--- src/sv/plts_pkg.sv ---
// Package for the token scanner: scanner states, token kind codes,
// character constants, the result record and small classification helpers.
// No dependencies.
package plts_pkg;

  // Limits of the length and line counters
  localparam logic [7:0]  TOKEN_LENGTH_MAX = 8'd255;
  localparam logic [15:0] LINE_COUNT_MAX   = 16'd65535;

  // Result records that one request can produce
  localparam int unsigned RES_DEPTH = 3;

  // Scanner states, one-hot
  typedef enum logic [13:0] {
    S_START   = 14'b00000000000001,
    S_WORD    = 14'b00000000000010,
    S_INT     = 14'b00000000000100,
    S_INTDOT  = 14'b00000000001000,
    S_REAL    = 14'b00000000010000,
    S_QUOTE   = 14'b00000000100000,
    S_COLON   = 14'b00000001000000,
    S_LESS    = 14'b00000010000000,
    S_GREATER = 14'b00000100000000,
    S_EQUAL   = 14'b00001000000000,
    S_OPENPAR = 14'b00010000000000,
    S_BRACE   = 14'b00100000000000,
    S_PARCMT  = 14'b01000000000000,
    S_PARSTAR = 14'b10000000000000
  } scan_state_t;

  // Token kinds
  localparam logic [4:0] K_END       = 5'd0;
  localparam logic [4:0] K_WORD      = 5'd1;
  localparam logic [4:0] K_INT       = 5'd2;
  localparam logic [4:0] K_REAL      = 5'd3;
  localparam logic [4:0] K_CHAR      = 5'd4;
  localparam logic [4:0] K_STRING    = 5'd5;
  localparam logic [4:0] K_COMMENT   = 5'd6;
  localparam logic [4:0] K_PLUS      = 5'd7;
  localparam logic [4:0] K_MINUS     = 5'd8;
  localparam logic [4:0] K_STAR      = 5'd9;
  localparam logic [4:0] K_SLASH     = 5'd10;
  localparam logic [4:0] K_LPAREN    = 5'd11;
  localparam logic [4:0] K_RPAREN    = 5'd12;
  localparam logic [4:0] K_LBRACKET  = 5'd13;
  localparam logic [4:0] K_RBRACKET  = 5'd14;
  localparam logic [4:0] K_COMMA     = 5'd15;
  localparam logic [4:0] K_SEMI      = 5'd16;
  localparam logic [4:0] K_PERIOD    = 5'd17;
  localparam logic [4:0] K_COLON     = 5'd18;
  localparam logic [4:0] K_ASSIGN    = 5'd19;
  localparam logic [4:0] K_LT        = 5'd20;
  localparam logic [4:0] K_LE        = 5'd21;
  localparam logic [4:0] K_NE        = 5'd22;
  localparam logic [4:0] K_GT        = 5'd23;
  localparam logic [4:0] K_GE        = 5'd24;
  localparam logic [4:0] K_EQEQ      = 5'd25;
  localparam logic [4:0] K_UNKNOWN   = 5'd26;

  // Characters with a role in the grammar
  localparam logic [7:0] CH_NUL      = 8'h00;
  localparam logic [7:0] CH_LF       = 8'h0A;
  localparam logic [7:0] CH_QUOTE    = 8'h27;
  localparam logic [7:0] CH_LPAREN   = 8'h28;
  localparam logic [7:0] CH_RPAREN   = 8'h29;
  localparam logic [7:0] CH_STAR     = 8'h2A;
  localparam logic [7:0] CH_PERIOD   = 8'h2E;
  localparam logic [7:0] CH_COLON    = 8'h3A;
  localparam logic [7:0] CH_LT       = 8'h3C;
  localparam logic [7:0] CH_EQ       = 8'h3D;
  localparam logic [7:0] CH_GT       = 8'h3E;
  localparam logic [7:0] CH_LBRACE   = 8'h7B;
  localparam logic [7:0] CH_RBRACE   = 8'h7D;

  // One result record
  typedef struct packed {
    logic [4:0]  kind;
    logic [7:0]  length;
    logic        sat;
    logic [15:0] line;
    logic        last;
  } res_t;

  function automatic logic is_digit(input logic [7:0] c);
    return (c >= 8'h30) && (c <= 8'h39);
  endfunction

  function automatic logic is_alpha(input logic [7:0] c);
    return ((c >= 8'h61) && (c <= 8'h7A)) || ((c >= 8'h41) && (c <= 8'h5A));
  endfunction

  function automatic logic is_space(input logic [7:0] c);
    return (c == 8'h20) || ((c >= 8'h09) && (c <= 8'h0D));
  endfunction

  // Kind of a character that forms a token on its own
  function automatic logic [4:0] single_op(input logic [7:0] c);
    logic [4:0] k;
    case (c)
      8'h2B:     k = K_PLUS;
      8'h2D:     k = K_MINUS;
      8'h2A:     k = K_STAR;
      8'h2F:     k = K_SLASH;
      8'h29:     k = K_RPAREN;
      8'h5B:     k = K_LBRACKET;
      8'h5D:     k = K_RBRACKET;
      8'h2C:     k = K_COMMA;
      8'h3B:     k = K_SEMI;
      8'h2E:     k = K_PERIOD;
      default:   k = K_UNKNOWN;
    endcase
    return k;
  endfunction

  // Saturating length step: returns {overflow, length}
  function automatic logic [8:0] grow(input logic [7:0] len, input logic ovf);
    logic [8:0] r;
    if (len < TOKEN_LENGTH_MAX) begin
      r = {ovf, len + 8'd1};
    end else begin
      r = {1'b1, len};
    end
    return r;
  endfunction

  // Count a line feed, saturating
  function automatic logic [15:0] count_line(input logic [15:0] ln, input logic [7:0] c);
    logic [15:0] r;
    r = ln;
    if ((c == CH_LF) && (ln < LINE_COUNT_MAX)) begin
      r = ln + 16'd1;
    end
    return r;
  endfunction

  function automatic res_t mk_res(input logic [4:0] k, input logic [7:0] len,
                                  input logic sat, input logic [15:0] ln);
    res_t r;
    r.kind   = k;
    r.length = len;
    r.sat    = sat;
    r.line   = ln;
    r.last   = 1'b0;
    return r;
  endfunction

endpackage

--- src/sv/pascal_like_token_scanner.sv ---
// Token scanner top level: scanner state, token records and output queue.
// Depends on plts_pkg.
//
// Usage:
//   Source channel (src_valid/src_stall) carries one request per cycle: a
//   source byte, or an end-of-source mark (kind = 1 or a zero byte).
//   Token channel (tok_valid/tok_stall) returns token records: kind, length,
//   saturation flag, line number and last (set on the final record of a
//   request). A request may give zero to three records.
//   Records of a request appear on the token channel in the cycle after the
//   request is taken. Throughput: one request per cycle while each request
//   gives at most one record and the token channel does not stall; a request
//   that gives more than one record occupies the three-entry output queue,
//   and the source side stalls until the queue drains to its last entry being taken.
//   The scanner step is one pass of logic from the state registers and the
//   request to the output queue.
//   Reset (rst, synchronous) empties the queue and sets the scanner to its
//   start state, length zero, line 1. An end-of-source request does the same
//   to the scanner state after flushing pending tokens and an end token.
//   A stalled token record holds until taken; the scanner state is not
//   affected by token-side stalls other than through src_stall.
module pascal_like_token_scanner
  import plts_pkg::*;
(
  input  logic        clk,
  input  logic        rst,
  input  logic        src_valid,
  output logic        src_stall,
  input  logic        kind,
  input  logic [7:0]  char_byte,
  output logic        tok_valid,
  input  logic        tok_stall,
  output logic [4:0]  token_kind,
  output logic [7:0]  token_length,
  output logic        length_saturated,
  output logic [15:0] line_number,
  output logic        last
);

  // Scanner state
  scan_state_t scan_state, scan_state_next;
  logic [7:0]  token_length_count, token_length_count_next;
  logic        length_overflow, length_overflow_next;
  logic [15:0] line_counter, line_counter_next;

  // Output queue
  res_t        q [RES_DEPTH];
  logic [1:0]  cnt;

  // Step results
  res_t        r [RES_DEPTH];
  logic [1:0]  n_res;

  logic        src_take;
  logic        tok_take;
  logic        end_req;

  assign tok_valid = (cnt != 2'd0);
  assign tok_take  = tok_valid && !tok_stall;
  // Take a request only if the queue is empty after this cycle's pop
  assign src_stall = !((cnt == 2'd0) || ((cnt == 2'd1) && !tok_stall));
  assign src_take  = src_valid && !src_stall;
  assign end_req   = kind || (char_byte == CH_NUL);

  assign token_kind       = q[0].kind;
  assign token_length     = q[0].length;
  assign length_saturated = q[0].sat;
  assign line_number      = q[0].line;
  assign last             = q[0].last;

  // Scan one request
  always_comb begin
    scan_state_t st;
    logic [7:0]  len;
    logic        ovf;
    logic [15:0] ln;
    logic [1:0]  n;
    logic        rescan;
    logic [7:0]  c;

    st     = scan_state;
    len    = token_length_count;
    ovf    = length_overflow;
    ln     = line_counter;
    n      = 2'd0;
    rescan = 1'b0;
    c      = char_byte;
    for (int i = 0; i < RES_DEPTH; i++) begin
      r[i] = mk_res(K_END, 8'd0, 1'b0, 16'd0);
    end

    if (end_req) begin
      // Flush the pending token, then the end token
      case (st)
        S_WORD: begin
          r[n] = mk_res(K_WORD, len, ovf, ln); n = n + 2'd1;
        end
        S_INT: begin
          r[n] = mk_res(K_INT, len, ovf, ln); n = n + 2'd1;
        end
        S_INTDOT: begin
          r[n] = mk_res(K_INT, len, ovf, ln); n = n + 2'd1;
          r[n] = mk_res(K_PERIOD, 8'd1, 1'b0, ln); n = n + 2'd1;
        end
        S_REAL: begin
          r[n] = mk_res(K_REAL, len, ovf, ln); n = n + 2'd1;
        end
        S_QUOTE, S_BRACE, S_PARCMT, S_PARSTAR: begin
          r[n] = mk_res(K_UNKNOWN, len, ovf, ln); n = n + 2'd1;
        end
        S_COLON: begin
          r[n] = mk_res(K_COLON, 8'd1, 1'b0, ln); n = n + 2'd1;
        end
        S_LESS: begin
          r[n] = mk_res(K_LT, 8'd1, 1'b0, ln); n = n + 2'd1;
        end
        S_GREATER: begin
          r[n] = mk_res(K_GT, 8'd1, 1'b0, ln); n = n + 2'd1;
        end
        S_EQUAL: begin
          r[n] = mk_res(K_UNKNOWN, 8'd1, 1'b0, ln); n = n + 2'd1;
        end
        S_OPENPAR: begin
          r[n] = mk_res(K_LPAREN, 8'd1, 1'b0, ln); n = n + 2'd1;
        end
        default: begin
        end
      endcase
      r[n] = mk_res(K_END, 8'd0, 1'b0, ln); n = n + 2'd1;
      // Return to the reset state for the next source
      st  = S_START;
      len = 8'd0;
      ovf = 1'b0;
      ln  = 16'd1;
    end else begin
      // Continue the token in progress
      case (st)
        S_WORD: begin
          if (is_alpha(c) || is_digit(c)) begin
            {ovf, len} = grow(len, ovf);
          end else begin
            r[n] = mk_res(K_WORD, len, ovf, ln); n = n + 2'd1;
            rescan = 1'b1;
          end
        end
        S_INT: begin
          if (is_digit(c)) begin
            {ovf, len} = grow(len, ovf);
          end else if (c == CH_PERIOD) begin
            st = S_INTDOT;
          end else begin
            r[n] = mk_res(K_INT, len, ovf, ln); n = n + 2'd1;
            rescan = 1'b1;
          end
        end
        S_INTDOT: begin
          // The period after the digits counts once a digit follows
          if (is_digit(c)) begin
            {ovf, len} = grow(len, ovf);
            {ovf, len} = grow(len, ovf);
            st = S_REAL;
          end else begin
            r[n] = mk_res(K_INT, len, ovf, ln); n = n + 2'd1;
            r[n] = mk_res(K_PERIOD, 8'd1, 1'b0, ln); n = n + 2'd1;
            rescan = 1'b1;
          end
        end
        S_REAL: begin
          if (is_digit(c)) begin
            {ovf, len} = grow(len, ovf);
          end else begin
            r[n] = mk_res(K_REAL, len, ovf, ln); n = n + 2'd1;
            rescan = 1'b1;
          end
        end
        S_QUOTE: begin
          if (c == CH_LF) begin
            // A line break inside a quote spoils the literal
            ln = count_line(ln, c);
            r[n] = mk_res(K_UNKNOWN, len, ovf, ln); n = n + 2'd1;
            st = S_START;
          end else begin
            {ovf, len} = grow(len, ovf);
            if (c == CH_QUOTE) begin
              r[n] = mk_res((!ovf && (len == 8'd3)) ? K_CHAR : K_STRING, len, ovf, ln);
              n = n + 2'd1;
              st = S_START;
            end
          end
        end
        S_COLON: begin
          if (c == CH_EQ) begin
            r[n] = mk_res(K_ASSIGN, 8'd2, 1'b0, ln); n = n + 2'd1;
            st = S_START;
          end else begin
            r[n] = mk_res(K_COLON, 8'd1, 1'b0, ln); n = n + 2'd1;
            rescan = 1'b1;
          end
        end
        S_LESS: begin
          if (c == CH_EQ) begin
            r[n] = mk_res(K_LE, 8'd2, 1'b0, ln); n = n + 2'd1;
            st = S_START;
          end else if (c == CH_GT) begin
            r[n] = mk_res(K_NE, 8'd2, 1'b0, ln); n = n + 2'd1;
            st = S_START;
          end else begin
            r[n] = mk_res(K_LT, 8'd1, 1'b0, ln); n = n + 2'd1;
            rescan = 1'b1;
          end
        end
        S_GREATER: begin
          if (c == CH_EQ) begin
            r[n] = mk_res(K_GE, 8'd2, 1'b0, ln); n = n + 2'd1;
            st = S_START;
          end else begin
            r[n] = mk_res(K_GT, 8'd1, 1'b0, ln); n = n + 2'd1;
            rescan = 1'b1;
          end
        end
        S_EQUAL: begin
          if (c == CH_EQ) begin
            r[n] = mk_res(K_EQEQ, 8'd2, 1'b0, ln); n = n + 2'd1;
            st = S_START;
          end else begin
            r[n] = mk_res(K_UNKNOWN, 8'd1, 1'b0, ln); n = n + 2'd1;
            rescan = 1'b1;
          end
        end
        S_OPENPAR: begin
          if (c == CH_STAR) begin
            len = 8'd2;
            ovf = 1'b0;
            st  = S_PARCMT;
          end else begin
            r[n] = mk_res(K_LPAREN, 8'd1, 1'b0, ln); n = n + 2'd1;
            rescan = 1'b1;
          end
        end
        S_BRACE: begin
          {ovf, len} = grow(len, ovf);
          ln = count_line(ln, c);
          if (c == CH_RBRACE) begin
            r[n] = mk_res(K_COMMENT, len, ovf, ln); n = n + 2'd1;
            st = S_START;
          end
        end
        S_PARCMT: begin
          {ovf, len} = grow(len, ovf);
          ln = count_line(ln, c);
          if (c == CH_STAR) begin
            st = S_PARSTAR;
          end
        end
        S_PARSTAR: begin
          {ovf, len} = grow(len, ovf);
          ln = count_line(ln, c);
          if (c == CH_RPAREN) begin
            r[n] = mk_res(K_COMMENT, len, ovf, ln); n = n + 2'd1;
            st = S_START;
          end else if (c != CH_STAR) begin
            st = S_PARCMT;
          end
        end
        default: begin
          rescan = 1'b1;
        end
      endcase

      // Scan the byte from the start state
      if (rescan) begin
        st = S_START;
        if (is_space(c)) begin
          ln = count_line(ln, c);
        end else begin
          len = 8'd1;
          ovf = 1'b0;
          if (is_alpha(c)) begin
            st = S_WORD;
          end else if (is_digit(c)) begin
            st = S_INT;
          end else if (c == CH_QUOTE) begin
            st = S_QUOTE;
          end else if (c == CH_COLON) begin
            st = S_COLON;
          end else if (c == CH_LT) begin
            st = S_LESS;
          end else if (c == CH_GT) begin
            st = S_GREATER;
          end else if (c == CH_EQ) begin
            st = S_EQUAL;
          end else if (c == CH_LPAREN) begin
            st = S_OPENPAR;
          end else if (c == CH_LBRACE) begin
            st = S_BRACE;
          end else begin
            r[n] = mk_res(single_op(c), 8'd1, 1'b0, ln); n = n + 2'd1;
          end
        end
      end
    end

    // Mark the final record
    if (n != 2'd0) begin
      r[n - 2'd1].last = 1'b1;
    end

    scan_state_next         = st;
    token_length_count_next = len;
    length_overflow_next    = ovf;
    line_counter_next       = ln;
    n_res                   = n;
  end

  // Advance the scanner state on each request
  always_ff @(posedge clk) begin
    if (rst) begin
      scan_state         <= S_START;
      token_length_count <= 8'd0;
      length_overflow    <= 1'b0;
      line_counter       <= 16'd1;
    end else if (src_take) begin
      scan_state         <= scan_state_next;
      token_length_count <= token_length_count_next;
      length_overflow    <= length_overflow_next;
      line_counter       <= line_counter_next;
    end
  end

  // Load new records or shift the queue down on a pop
  always_ff @(posedge clk) begin
    if (rst) begin
      cnt <= 2'd0;
    end else if (src_take) begin
      cnt <= n_res;
    end else if (tok_take) begin
      cnt <= cnt - 2'd1;
    end
  end

  always_ff @(posedge clk) begin
    if (src_take) begin
      for (int i = 0; i < RES_DEPTH; i++) begin
        q[i] <= r[i];
      end
    end else if (tok_take) begin
      q[0] <= q[1];
      q[1] <= q[2];
    end
  end

  // An end-of-source request leaves the scanner in its reset state
  a_end_resets: assert property (@(posedge clk) disable iff (rst)
    (src_take && end_req) |=>
      (scan_state == S_START && line_counter == 16'd1 && token_length_count == 8'd0))
    else $error("scanner state not reset after end of source");

  // The end token has zero length and closes the request
  a_end_token: assert property (@(posedge clk) disable iff (rst)
    (tok_valid && token_kind == K_END) |-> (token_length == 8'd0 && last))
    else $error("end token malformed");

  // The newest queued record always carries the last flag
  a_last_tail: assert property (@(posedge clk) disable iff (rst)
    (cnt != 2'd0) |-> ((cnt == 2'd1 && q[0].last) || (cnt == 2'd2 && q[1].last)
                       || (cnt == 2'd3 && q[2].last)))
    else $error("queue tail missing last flag");

  // The head record carries no last flag while more records follow it
  a_last_head: assert property (@(posedge clk) disable iff (rst)
    (cnt > 2'd1) |-> !q[0].last)
    else $error("last flag before queue tail");

endmodule
--- config.mk ---
export PLATFORM = sky130hd
export DESIGN_NAME = pascal_like_token_scanner
export DESIGN_NICKNAME = d
export VERILOG_FILES = /design/src/sv/plts_pkg.sv /design/src/sv/pascal_like_token_scanner.sv
export SDC_FILE = /design/constraint.sdc
export NUM_CORES = 1
export LEC_CHECK = 0
export ABC_CLOCK_PERIOD_IN_PS = 13110
export BUFFER_PORTS_ARGS = -buffer_cell sky130_fd_sc_hd__buf_2
export CAP_MARGIN = 20
export CORE_MARGIN = 2
export CORE_UTILIZATION = 45
export CTS_CLUSTER_DIAMETER = 50
export DETAILED_ROUTE_END_ITERATION = 10
export HOLD_SLACK_MARGIN = 0.03
export PLACE_DENSITY_LB_ADDON = 0.2
export SLEW_MARGIN = 15
export SYNTH_ARGS = -nofsm -noshare
export SYNTH_HDL_FRONTEND = slang
export SYNTH_SLANG_ARGS = --single-unit
--- constraint.sdc ---
create_clock -name clk -period 13.11 [get_ports clk]
set_clock_uncertainty 0.1 [all_clocks]
set_input_delay 2.622 -clock clk [delete_from_list [all_inputs] [get_ports clk]]
set_output_delay 2.622 -clock clk [all_outputs]
set_load 0.02 [all_outputs]
Word level (Yosys, flattened, before mapping):

Memory sizes are Yosys's and may differ from the RTL's.
Index checks and enable logic that the tools add are counted.

* $add $sub $neg: 8
* bitwise gates (word level): 5
* reductions and logical operators: 36
* magnitude comparators: 18
* multiplexer cells: 164
* equality and inequality tests: 46

Operators with widths (count)
* $mux W93: 13
* $pmux W31 S12: 1
* $mux W31: 11
* $bwmux W93: 3
* $pmux W31 S9: 1
* $mux W14: 15
* $demux W31 S2: 3
* $mux W28: 6
* $pmux W14 S9: 1
* $eq A8 B6 Y1 const B: 15
* $mux W12: 10
* $mux W16: 7
* $mux W29: 3
* $mux W9: 8
* $mux W8: 8
* $mux W30: 2
* $mux W5: 12
* $mux W59: 1
* $mux W27: 2
* $pmux W5 S10: 1
* $pmux W8 S6: 1
* $mux W2: 17
* $mux W1: 33
* $add A16 B1 Y16 const B: 2
* 53 further kinds: 101

* logic and storage cells: 283
* output and inout port bits: 33
* bits of input ports: 13
* memories: 1
* RAM bits: 93
* flip-flop bits (word level): 41

Memories
* q: depth 3, width 31, read ports 3, clocked after memory_dff 0, write ports 3, RTL line pascal_like_token_scanner.sv:47 `res_t q [RES_DEPTH];`

Depth between registers and ports, before layout:

* depth in word-level cells: 30
* mapped depth: 16
* depth with buffers taken out: 14

Worst setup path after synthesis:

Ideal clock, no wire load.

* kind: input port to flip-flop
* from: input tok_stall
* to: memory q[0][0] in the netlist's numbering, enable pin
* required time: 12.470 ns
* cell stages on the path: 1
* arrival: 6.432 ns
* slack: 6.038 ns
* path through: o21ai_0

RTL lines
* start, declared: RTL line pascal_like_token_scanner.sv:32 `input logic tok_stall,`
* end, declared: RTL line pascal_like_token_scanner.sv:47

==> results.toml <==
[power_and_ir_drop]
sequentialPowerShare_pct = 41.6
clockPowerShare_pct = 42.6
vdd_drop_max_uv = 68.28
pwr-share-comb_pct = 15.8
power.leakage_nw = 3.639
power_density_mw_per_mm2 = 105.9
intPower_uw = 778.3
switching_power_uw = 335.1
p_sw_share_pct = 30.10

[sta]
fmax_ghz = 0.1423
worst_pin_slew_ps = 1110
max_slew_margin_pct = 25.32
rsz0062_at_grt = "false"
fin_tns_setup_ps = 0
period_share_pct = 53.61
setup_violations = 0
whs_ps = 426.1
finalHoldViolations = 0
finalCriticalPeriod_ps = 7028
slew_viol_final = 0

[placed_design]
gp_congestion = 1.037
numPortBuffers = 45
dpl.hpwl_um = 26490
place_area_mm2 = 0.009931

[die]
die_y_um = 151.2
die_area_mm2 = 0.02286
start_util_pct = 46.10
num_rows = 53
coreArea_mm2 = 0.02115
ios = 46
die_w_um = 151.2

[yosys]
ys_seq_area_share_pct = 32.13
yosys_warnings = 0
synth_mux_area_share_pct = 1.347
synth-simple-area-share_pct = 28.20
synth_edf_count = 77
synth_top_family_by_area = "simple AND/OR/NAND/NOR gates"
syn_inst = 1249
ys_ff_latch = 118
syn_area_mm2 = 0.009752
synth_compound_area_share_pct = 26.16
syn_area_per_cell_um2 = 7.808
synth_nets = 1274
synthAdderAreaFrac_pct = 1.540
async_reset_ff_share_pct = 0
synth_cell_types = 89
synth-xor-area-share_pct = 3.593
synth_ff_type = "edfxtp_1"

[detailed_routing]
wl_um = 36340
vias_per_cell = 6.757
wl_per_cell_um = 24.22
antenna_left = 0
firstDrtPassIters = 6
dr.first_iter.drc_count = 1402
routed-via-count = 10140
post-route-drc-count = 0

[clocking]
cts_resized = 0
post_cts_buffers = 0
cts.clk_slew.worst_paths_ps = 60
clockBufferDepth = 2
clockRootBuffer = "clkbuf_16"
htreeDepth = 4
numClockSinks = 118
cts_tree = "built"
numCtsBuffers = 17
clock_latency_ps = 430
postCtsHoldBufs = 0

[layout]
finalNetCount = 1236
fin_area_mm2 = 0.01051
final_common_cell = "nand2_1"
nFillCells = 2056
syn2layout_area_growth_pct = 7.775
drive_above_1_share_pct = 10.21
layout_common_cells = "nand2_1, nor2_1, a21oi_1"

[worst_hold_path]
min_path_type = "reg -> reg"
min_path_cells = 2

[status]
status = "completed"

[grt]
grt_use_total_pct = 31.99
grt_max_degree = 55
grt_pass1_wl_um = 54960
grt_pass1_vias = 8983
overflow = 0
grt_antenna_before_repair = 1

[worst_setup_path]
rr_worst_depth = 12
end_kind = "register"
arrival_ps = 7200
crit_required_ps = 13280
critical_path.max_fanout = 13
crit_path_start_kind = "input pin"
crit_type = "in -> reg"

[flow_run]
cap_violations = 0
## cell usage after synthesis, types with 7 or more instances
cell,number,area share (%)
nand2_1,127,4.9
nor2_1,126,4.8
a21oi_1,106,5.4
o21ai_0,85,4.4
clkbuf_1,82,3.2
edfxtp_1,77,24
nor3_1,49,2.5
dfxtp_1,41,8.4
nand4_1,33,2.1
nand3_1,31,1.6
buf_4,29,2.2
inv_1,26,1.0
a31oi_1,21,1.3
nand2b_1,21,1.3
nor4_1,21,1.3
and3_1,20,1.3
xnor2_1,20,1.8
xor2_1,20,1.8
o22ai_1,15,0.96
or3_1,15,0.96
a221o_1,14,1.4
nor2b_1,13,0.83
ha_1,12,1.5
mux2i_1,12,1.2
o211ai_1,12,0.92
o31ai_1,12,0.92
a22o_1,10,0.90
a211oi_1,9,0.69
o21a_1,9,0.69
or4_1,9,0.69
o21ai_1,8,0.41
a21o_1,7,0.54
and2_1,7,0.45
nand4b_1,7,0.63
## cell families (layout without fill, tap and decap cells)
family,after synthesis,after routing
DFF,118,118
adders and majority gates,12,12
buffers and inverters,150,125
xor gates and xnor gates,40,40
other,0,1
and+or+nand+nor,528,528
muxes,13,13
AOI/OAI and AO/OA,388,388
## per-layer routing
layer  routed length (um)  vias to the layer above  GRT usage (%)
li1                     -                     4619              -
met1                15850                     4776          47.31
met2                14910                      666          44.50
met3                 4515                       74          8.855
met4                 1060                        0          10.42
met5                    0                        -              0
## flip-flops by register name, summed over array words and instances, names as in the netlist
register,flops
line_counter,16
token_length_count,8
length_overflow,1
cnt,2
scan_state,14
q,77
## per-stage QoR
stage	std cells	power [mW]	util, %	setup WS, ps
6_report	1500	1.113	49.68	6082
5_1_grt	1499	1.150	49.67	5800
4_1_cts	1499	1.115	49.67	6209
3_5_place_dp	1467	0.6456	46.95	5770
3_3_place_gp	1466	0.6416	46.89	5966
2_1_floorplan	1249	0.6088	-	6038
## power groups by stage
stage	clock network, mW	registers, mW	logic [mW]
5_1_grt	0.493	0.467	0.190
3_5_place_dp	0	0.471	0.175
2_1_floorplan	0	0.471	0.138
6_report	0.474	0.463	0.176
4_1_cts	0.476	0.464	0.175
3_3_place_gp	0	0.470	0.172
## path summary, 6_finish.rpt
kind | startpoint | to | slack, ps
setup / recovery | char_byte[6] | q[0][5] | 6080
hold / removal | q[1][28] | q[0][59] | 430
setup reg to reg | scan_state[5] | q[0][5] | 8220
hold reg to reg | q[1][28] | q[0][59] | 430
## worst max-delay path, stage by stage
cell and delay [ps]:
buf_2 150, or3b_2 530, nor2_1 420, a21oi_1 360, or2_2 430, or4_1 480
inv_1 110, ha_1 140, o211ai_1 110, a311o_1 580, nor2_1 800, o22ai_1 240
a21oi_1 210
## area by class of cell
| cell class | instances | area [um2] | share of cell area [%] |
|---|---|---|---|
| multi-input cells | 981 | 5966 | 56.76 |
| flip-flops and latches | 118 | 3133 | 29.81 |
| clock buffers | 17 | 425.4 | 4.048 |
| repair buffers | 66 | 386.6 | 3.679 |
| well taps | 275 | 344.1 | 3.274 |
| clock inverters | 15 | 151.4 | 1.440 |
| inverters | 27 | 101.3 | 0.9643 |
| diodes | 1 | 2.502 | 0.02381 |
No activity file was read; power rests on OpenSTA's default activity.
